File: src/hdl/a64frf_pkg.sv
// ----------------------------------------------------------------------------
// a64frf_pkg: shared types and constants of the free register finder
// Instruction match rules, register pick order and the reserved-mask reset.
// ----------------------------------------------------------------------------
package a64frf_pkg;

  localparam int unsigned WORD_W = 32;
  localparam int unsigned REG_W  = 5;
  localparam int unsigned NUM_REGS = 32;

  // Register fields that a rule marks
  localparam logic [3:0] USE_RD  = 4'b0001;
  localparam logic [3:0] USE_RN  = 4'b0010;
  localparam logic [3:0] USE_RM  = 4'b0100;
  localparam logic [3:0] USE_RT2 = 4'b1000;

  localparam logic [NUM_REGS-1:0] RESERVED_RESET = 32'h0004_0300;

  // Status codes
  localparam logic STATUS_OK   = 1'b0;
  localparam logic STATUS_FAIL = 1'b1;

  localparam logic [REG_W-1:0] NO_REG = 5'd0;

  typedef struct packed {
    logic [WORD_W-1:0] mask;
    logic [WORD_W-1:0] pattern;
    logic [3:0]        uses;
  } rule_t;

  localparam int unsigned NUM_RULES = 28;

  localparam rule_t RULES [NUM_RULES] = '{
    '{32'h7FE0_0000, 32'h0B20_0000, USE_RM | USE_RN | USE_RD},   // add ext
    '{32'h7FE0_0000, 32'h2B20_0000, USE_RM | USE_RN | USE_RD},   // adds ext
    '{32'h7F80_0000, 32'h1100_0000, USE_RN | USE_RD},            // add imm
    '{32'h7F80_0000, 32'h3100_0000, USE_RN | USE_RD},            // adds imm
    '{32'h7F20_0000, 32'h0B00_0000, USE_RM | USE_RN | USE_RD},   // add shifted
    '{32'h7F20_0000, 32'h2B00_0000, USE_RM | USE_RN | USE_RD},   // adds shifted
    '{32'h9F00_0000, 32'h1000_0000, USE_RD},                     // adr
    '{32'h9F00_0000, 32'h9000_0000, USE_RD},                     // adrp
    '{32'h7F80_0000, 32'h1200_0000, USE_RN | USE_RD},            // and imm
    '{32'h7F80_0000, 32'h7200_0000, USE_RN | USE_RD},            // ands imm
    '{32'h7F20_0000, 32'h0A00_0000, USE_RM | USE_RN | USE_RD},   // and shifted
    '{32'h7F20_0000, 32'h6A00_0000, USE_RM | USE_RN | USE_RD},   // ands shifted
    '{32'h7FE0_0000, 32'h4B20_0000, USE_RM | USE_RN | USE_RD},   // sub ext
    '{32'h7FE0_0000, 32'h6B20_0000, USE_RM | USE_RN | USE_RD},   // subs ext
    '{32'h7F80_0000, 32'h5100_0000, USE_RN | USE_RD},            // sub imm
    '{32'h7F80_0000, 32'h7100_0000, USE_RN | USE_RD},            // subs imm
    '{32'h7F20_0000, 32'h4B00_0000, USE_RM | USE_RN | USE_RD},   // sub shifted
    '{32'h7F20_0000, 32'h6B00_0000, USE_RM | USE_RN | USE_RD},   // subs shifted
    '{32'h7FC0_0000, 32'h2880_0000, USE_RT2 | USE_RN | USE_RD},  // stp
    '{32'hBFE0_0000, 32'hB800_0000, USE_RN | USE_RD},            // stur/str
    '{32'hBFE0_0C00, 32'hB820_0800, USE_RN | USE_RD},            // str reg
    '{32'hBFE0_0C00, 32'hB800_0000, USE_RN | USE_RD},            // stur
    '{32'h7F80_03E0, 32'h3200_03E0, USE_RD},                     // mov bitmask
    '{32'h7FE0_FFE0, 32'h2A00_03E0, USE_RM | USE_RD},            // mov reg
    '{32'h7FFF_FC00, 32'h1100_0000, USE_RM | USE_RD},            // mov sp
    '{32'h7F80_0000, 32'h1280_0000, USE_RD},                     // movn
    '{32'h7F80_0000, 32'h5280_0000, USE_RD},                     // movz
    '{32'h7F80_0000, 32'h7280_0000, USE_RD}                      // movk
  };

  localparam int unsigned NUM_PICKS = 8;

  localparam logic [REG_W-1:0] PICK_ORDER [NUM_PICKS] = '{
    5'd16, 5'd17, 5'd15, 5'd14, 5'd13, 5'd12, 5'd11, 5'd10
  };

  typedef struct packed {
    logic [REG_W-1:0] branch_register;
    logic [REG_W-1:0] scratch_register;
    logic             status;
  } pick_result_t;

endpackage

File: src/hdl/a64frf_decode.sv
// ----------------------------------------------------------------------------
// a64frf_decode: instruction word to register marks
// Match the word against every rule at once and mark the named fields.
// ----------------------------------------------------------------------------
module a64frf_decode (
  input  logic [a64frf_pkg::WORD_W-1:0]   word,
  output logic [a64frf_pkg::NUM_REGS-1:0] marks
);

  logic [3:0] uses;

  always_comb begin
    uses = '0;
    for (int i = 0; i < a64frf_pkg::NUM_RULES; i++) begin
      if ((word & a64frf_pkg::RULES[i].mask) == a64frf_pkg::RULES[i].pattern) begin
        uses = uses | a64frf_pkg::RULES[i].uses;
      end
    end
  end

  // Rd [4:0], Rn [9:5], Rt2 [14:10], Rm [20:16]
  always_comb begin
    marks = '0;
    if ((uses & a64frf_pkg::USE_RD) != '0) begin
      marks = marks | (32'd1 << word[4:0]);
    end
    if ((uses & a64frf_pkg::USE_RN) != '0) begin
      marks = marks | (32'd1 << word[9:5]);
    end
    if ((uses & a64frf_pkg::USE_RT2) != '0) begin
      marks = marks | (32'd1 << word[14:10]);
    end
    if ((uses & a64frf_pkg::USE_RM) != '0) begin
      marks = marks | (32'd1 << word[20:16]);
    end
  end

endmodule

File: src/hdl/a64frf_pick.sv
// ----------------------------------------------------------------------------
// a64frf_pick: branch and scratch register selection
// Take the first free register in pick order twice, the second time with
// the branch register marked.
// ----------------------------------------------------------------------------
module a64frf_pick (
  input  logic [a64frf_pkg::NUM_REGS-1:0] map,
  output a64frf_pkg::pick_result_t        result
);

  logic [a64frf_pkg::REG_W-1:0]    branch;
  logic [a64frf_pkg::REG_W-1:0]    scratch;
  logic [a64frf_pkg::NUM_REGS-1:0] map2;

  function automatic logic [a64frf_pkg::REG_W-1:0] first_free(
    input logic [a64frf_pkg::NUM_REGS-1:0] m
  );
    logic [a64frf_pkg::REG_W-1:0] sel;
    sel = a64frf_pkg::NO_REG;
    // Walk backwards so the earliest free entry wins
    for (int i = a64frf_pkg::NUM_PICKS - 1; i >= 0; i--) begin
      if (!m[a64frf_pkg::PICK_ORDER[i]]) begin
        sel = a64frf_pkg::PICK_ORDER[i];
      end
    end
    return sel;
  endfunction

  always_comb begin
    branch = first_free(map);
    map2   = map;
    if (branch != a64frf_pkg::NO_REG) begin
      map2 = map | (32'd1 << branch);
    end
    scratch = first_free(map2);
    result.branch_register  = branch;
    result.scratch_register = scratch;
    result.status = (branch != a64frf_pkg::NO_REG && scratch != a64frf_pkg::NO_REG)
                    ? a64frf_pkg::STATUS_OK : a64frf_pkg::STATUS_FAIL;
  end

endmodule

File: src/hdl/a64_free_register_finder.sv
// ----------------------------------------------------------------------------
// a64_free_register_finder: AArch64 free register finder
// Scans a run of instruction words and offers two unused scratch registers.
// ----------------------------------------------------------------------------
// The block takes one 32-bit AArch64 instruction word per beat and marks
// every register that a recognized add, sub, and, adr/adrp, stp, str/stur,
// mov or movz/movk/movn form names. The beat flagged last_word closes the
// run: one result beat follows with the first free register in the order
// x16, x17, x15, x14, x13, x12, x11, x10 as branch register, the next one as
// scratch register, and status 0 when both exist (a missing one reads 0 and
// status is 1). Registers set in reserved_mask (reset x8, x9, x18) are never
// offered. Words are taken at one beat per cycle unless in_stall holds them;
// a result passes through the input register, then the result register.
// Input stalls only while a last word waits for a result register that is
// still full and stalled. Write the reserved mask only while no word is in
// flight; a write inside a run takes effect for that run's pick. The write
// port is always ready.
module a64_free_register_finder (
  input  logic                               clk,
  input  logic                               rst_n,
  // configuration
  input  logic                               cfg_valid,
  output logic                               cfg_ready,
  input  logic [a64frf_pkg::NUM_REGS-1:0]    cfg_data,
  // input beats
  input  logic                               in_valid,
  output logic                               in_stall,
  input  logic [a64frf_pkg::WORD_W-1:0]      in_instruction_word,
  input  logic                               in_last_word,
  // result beats
  output logic                               out_valid,
  input  logic                               out_stall,
  output logic [a64frf_pkg::REG_W-1:0]       out_branch_register,
  output logic [a64frf_pkg::REG_W-1:0]       out_scratch_register,
  output logic                               out_status
);

  // configuration register
  logic [a64frf_pkg::NUM_REGS-1:0] reserved_mask_r;

  // input register
  logic                            s1_valid_r;
  logic [a64frf_pkg::WORD_W-1:0]   s1_word_r;
  logic                            s1_last_r;

  // run state
  logic [a64frf_pkg::NUM_REGS-1:0] used_map_r;
  logic [a64frf_pkg::NUM_REGS-1:0] used_map_nxt;

  // result register
  logic                            out_valid_r;
  a64frf_pkg::pick_result_t        out_result_r;

  logic [a64frf_pkg::NUM_REGS-1:0] marks;
  logic [a64frf_pkg::NUM_REGS-1:0] pick_map;
  a64frf_pkg::pick_result_t        pick_result;
  logic                            s1_adv;
  logic                            in_accept;

  assign cfg_ready = 1'b1;

  always_ff @(posedge clk) begin
    if (!rst_n) begin
      reserved_mask_r <= a64frf_pkg::RESERVED_RESET;
    end else if (cfg_valid && cfg_ready) begin
      reserved_mask_r <= cfg_data;
    end
  end

  // A plain word always drains; a last word needs room in the result register
  assign s1_adv    = s1_valid_r && (!s1_last_r || !out_valid_r || !out_stall);
  assign in_stall  = s1_valid_r && !s1_adv;
  assign in_accept = in_valid && !in_stall;

  always_ff @(posedge clk) begin
    if (!rst_n) begin
      s1_valid_r <= 1'b0;
    end else if (in_accept) begin
      s1_valid_r <= 1'b1;
    end else if (s1_adv) begin
      s1_valid_r <= 1'b0;
    end
  end

  always_ff @(posedge clk) begin
    if (in_accept) begin
      s1_word_r <= in_instruction_word;
      s1_last_r <= in_last_word;
    end
  end

  a64frf_decode u_decode (
    .word  (s1_word_r),
    .marks (marks)
  );

  // The last word's own marks count toward the pick
  assign pick_map = used_map_r | marks | reserved_mask_r;

  a64frf_pick u_pick (
    .map    (pick_map),
    .result (pick_result)
  );

  // Accumulate marks; restart from the reserved mask after a last word
  always_comb begin
    used_map_nxt = used_map_r;
    if (s1_adv) begin
      if (s1_last_r) begin
        used_map_nxt = reserved_mask_r;
      end else begin
        used_map_nxt = used_map_r | marks;
      end
    end
  end

  always_ff @(posedge clk) begin
    if (!rst_n) begin
      used_map_r <= a64frf_pkg::RESERVED_RESET;
    end else begin
      used_map_r <= used_map_nxt;
    end
  end

  // Load on a last word, drop once taken, hold while stalled
  always_ff @(posedge clk) begin
    if (!rst_n) begin
      out_valid_r <= 1'b0;
    end else if (s1_adv && s1_last_r) begin
      out_valid_r <= 1'b1;
    end else if (!out_stall) begin
      out_valid_r <= 1'b0;
    end
  end

  always_ff @(posedge clk) begin
    if (s1_adv && s1_last_r) begin
      out_result_r <= pick_result;
    end
  end

  assign out_valid            = out_valid_r;
  assign out_branch_register  = out_result_r.branch_register;
  assign out_scratch_register = out_result_r.scratch_register;
  assign out_status           = out_result_r.status;

  // The input side only waits behind a full, stalled result register
  a_stall_cause: assert property (@(posedge clk) disable iff (!rst_n)
    in_stall |-> (s1_valid_r && s1_last_r && out_valid_r && out_stall))
    else $error("input stalled without a blocked last word");

  // A closed run restarts from the reserved mask
  a_run_restart: assert property (@(posedge clk) disable iff (!rst_n)
    (s1_adv && s1_last_r) |=> (used_map_r == $past(reserved_mask_r)))
    else $error("used map not restored after last word");

  // Within a run the used map only gains marks
  a_map_grows: assert property (@(posedge clk) disable iff (!rst_n)
    (s1_adv && !s1_last_r) |=> ((used_map_r & $past(used_map_r)) == $past(used_map_r)))
    else $error("used map lost a mark inside a run");

  // A success names two distinct registers
  a_ok_distinct: assert property (@(posedge clk) disable iff (!rst_n)
    (out_valid_r && out_status == a64frf_pkg::STATUS_OK) |->
      (out_branch_register != a64frf_pkg::NO_REG &&
       out_scratch_register != a64frf_pkg::NO_REG &&
       out_branch_register != out_scratch_register))
    else $error("success status with missing or equal registers");

endmodule

File: config.mk
export PLATFORM = sky130hd
export DESIGN_NAME = a64_free_register_finder
export DESIGN_NICKNAME = d
export VERILOG_FILES = /design/src/hdl/a64frf_pkg.sv /design/src/hdl/a64frf_decode.sv /design/src/hdl/a64frf_pick.sv /design/src/hdl/a64_free_register_finder.sv
export SDC_FILE = /design/constraint.sdc
export NUM_CORES = 1
export LEC_CHECK = 0
export ABC_AREA = 1
export BUFFER_PORTS_ARGS = -buffer_cell sky130_fd_sc_hd__buf_2
export CAP_MARGIN = 10
export CORE_MARGIN = 2
export CORE_UTILIZATION = 31
export DETAILED_ROUTE_END_ITERATION = 16
export GPL_TIMING_DRIVEN = 0
export RECOVER_POWER = 25
export SYNTH_ARGS = -nofsm -noshare
export SYNTH_HDL_FRONTEND = slang
export SYNTH_HIERARCHICAL = 1
export SYNTH_SLANG_ARGS = --single-unit
File: constraint.sdc
create_clock -name clk -period 3.16 [get_ports clk]
set_input_delay 0.316 -clock clk [delete_from_list [all_inputs] [get_ports clk]]
set_output_delay 0.316 -clock clk [all_outputs]
set_load 0.01 [all_outputs]
==> impl_metrics.json <==
{
  "status": "completed",
  "gp_congestion": 0.8932,
  "initial_core_util": 0.3177,
  "std_cell_rows": 40,
  "ir_drop_v": 0.0001835,
  "drt_pass1_iterations": 5,
  "synth.avg_cell_area_um2": 7.353,
  "num_vias": 3500,
  "tns_ns": 0,
  "final_nets": 671,
  "syn-cell-area_um2": 3816,
  "synth_cells": 519,
  "synth_nets": 589,
  "dieArea_um2": 13210,
  "io_pins": 84,
  "drive_gt1_frac": 0.2822,
  "antenna_cells": 0,
  "clock-root-buffer": "clkbuf_16",
  "track_usage": 0.1372,
  "area_delta_synth_final_pct": 25.11,
  "clockBufferDepth": 2,
  "dpl_cell_area_um2": 4293,
  "portBuffers": 57,
  "start_kind": "flip-flop",
  "crit_type": "reg -> reg",
  "crit_required_ns": 3.25,
  "numCtsBuffers": 9,
  "crit_fanout": 7,
  "avgViaCountPerCell": 4.648,
  "min_period_ns": 2.923,
  "r2r_slack_ns": 0.24,
  "drt_iter0_drc": 183,
  "drc": 0,
  "ctsHtreeMaxLevel": 3,
  "yosys_warnings": 6,
  "antenna_found_initial": 0,
  "grt_first_pass_wirelength_um": 14310,
  "grt_pass1_vias": 3212,
  "grt_max_degree": 34,
  "fmax_mhz": 342.1,
  "grt_remaining_overflow": 0,
  "finalSetupViolCount": 0,
  "cts_tree": "built",
  "routedWlPerCell_um": 11.79,
  "min_path_type": "in -> reg",
  "cts.clk_slew.worst_paths_ns": 0.06,
  "clk_latency_ns": 0.33,
  "die_w_um": 115.0,
  "clock_sink_count": 62,
  "die_y_um": 115.0,
  "hold_viol": 0,
  "maxCapViolCount": 0,
  "worstMarginPinSlew_ns": 0.9135,
  "core_um2": 12010,
  "crit_arrival_ns": 3.01,
  "leakagePower_nw": 2.208,
  "slew-limit-headroom": 0.3895,
  "fin_skew_ns": 0.008524,
  "crit_path_end_kind": "flip-flop",
  "maxSlewViolCount": 0,
  "min_period_over_period": 0.9249,
  "pwr_density_cell_nw_per_um2": 469.3,
  "detail-route-antenna-nets": 0,
  "drt_wl_total_um": 8881,
  "dp_hpwl_um": 6737,
  "stdcell_area_um2": 4775
}
## worst max-delay path: stages (launching register included)
cell and delay, ns:
edfxtp_1 0.48, nor2_1 0.18, nor2_1 0.06, nand2_1 0.05
nand2_1 0.08, a21oi_2 0.18, nand2_2 0.09, buf_4 0.18
a21oi_1 0.16, nand3_1 0.09, nor2_1 0.18, nand2_1 0.16
nand2_1 0.11, clkinv_1 0.07, nand2_2 0.12, nand2_4 0.09
inv_2 0.07, nand3_2 0.07, nand2_1 0.08, nand2_1 0.07
nand3_1 0.09, nand2_1 0.05
## final timing paths
check,from,endpoint,cells past startpoint
worst max register to register,s1_word_r[30],out_scratch_register[1],21
worst min register to register,reserved_mask_r[13],reserved_mask_r[13],2
worst max-delay path,s1_word_r[30],out_scratch_register[1],21
worst min-delay path,in_instruction_word[4],s1_word_r[4],1
## power breakdown
group / internal (mW) / total, mW / switching, mW
clock network: 0.621 / 0.965 / 0.344
registers: 0.925 / 0.951 / 0.0260
logic: 0.127 / 0.324 / 0.197
total: 1.67 / 2.24 / 0.567
## layout make-up
class / instances / area (um^2)
fillers: 1229 / 7237
flip-flops and latches: 62 / 1682
multi-input cells: 334 / 1643
repair buffers: 71 / 390.4
plain buffers: 49 / 299.0
clock buffers: 14 / 285.3
inverters: 74 / 277.8
well taps: 147 / 183.9
clock inverters: 2 / 13.76
## placed cells by master, fill, tap and decap left out, drive strengths merged
master and n:
nor2 95, a21o 1, nand4 29, clkinv 3, edfxtp 44, and2 2
or2 1, inv 73, o21ai 19, nor3 7, buf 105, conb 1
o21bai 1, nor3b 1, nand3 36, nand2 119, dfxtp 18, a21oi 22
clkbuf 29
## sequential cells by signal, indices dropped and copies added, names as in the netlist
register              count
out_branch_register       5
s1_last_r                 1
s1_word_r                32
out_status                1
reserved_mask_r           8
out_scratch_register      5
s1_valid_r                1
used_map_r                8
out_valid                 1
## per-stage QoR
stage               power [mW]  setup WS [ns]  hold WS, ns    util  std cells
floorplan                1.181         0.5197       0.4149       -        519
global placement         1.259        -0.1135       0.4726  0.3568        723
detailed placement       1.269        0.09304       0.4703  0.3574        723
CTS                      2.243        0.08160       0.1495  0.3823        739
global route             2.341       -0.01654       0.1482  0.3975        753
finish                   2.241         0.2372       0.1600  0.3975        753
## metal layers
metal	wire length, um	track usage	vias up
li1	-	-	1801
met5	0	0	-
met3	487	0.03057	8
met4	118	0.05542	0
met1	4025	0.1809	1608
met2	4250	0.2188	83
## what timing repair did
action / in CTS / in global routing
resized for setup: 0 / 23
hold buffers: 0 / 0
setup buffers: 0 / 14
setup endpoints to repair: 0 / 6
Power figures use the tool's default switching activity.
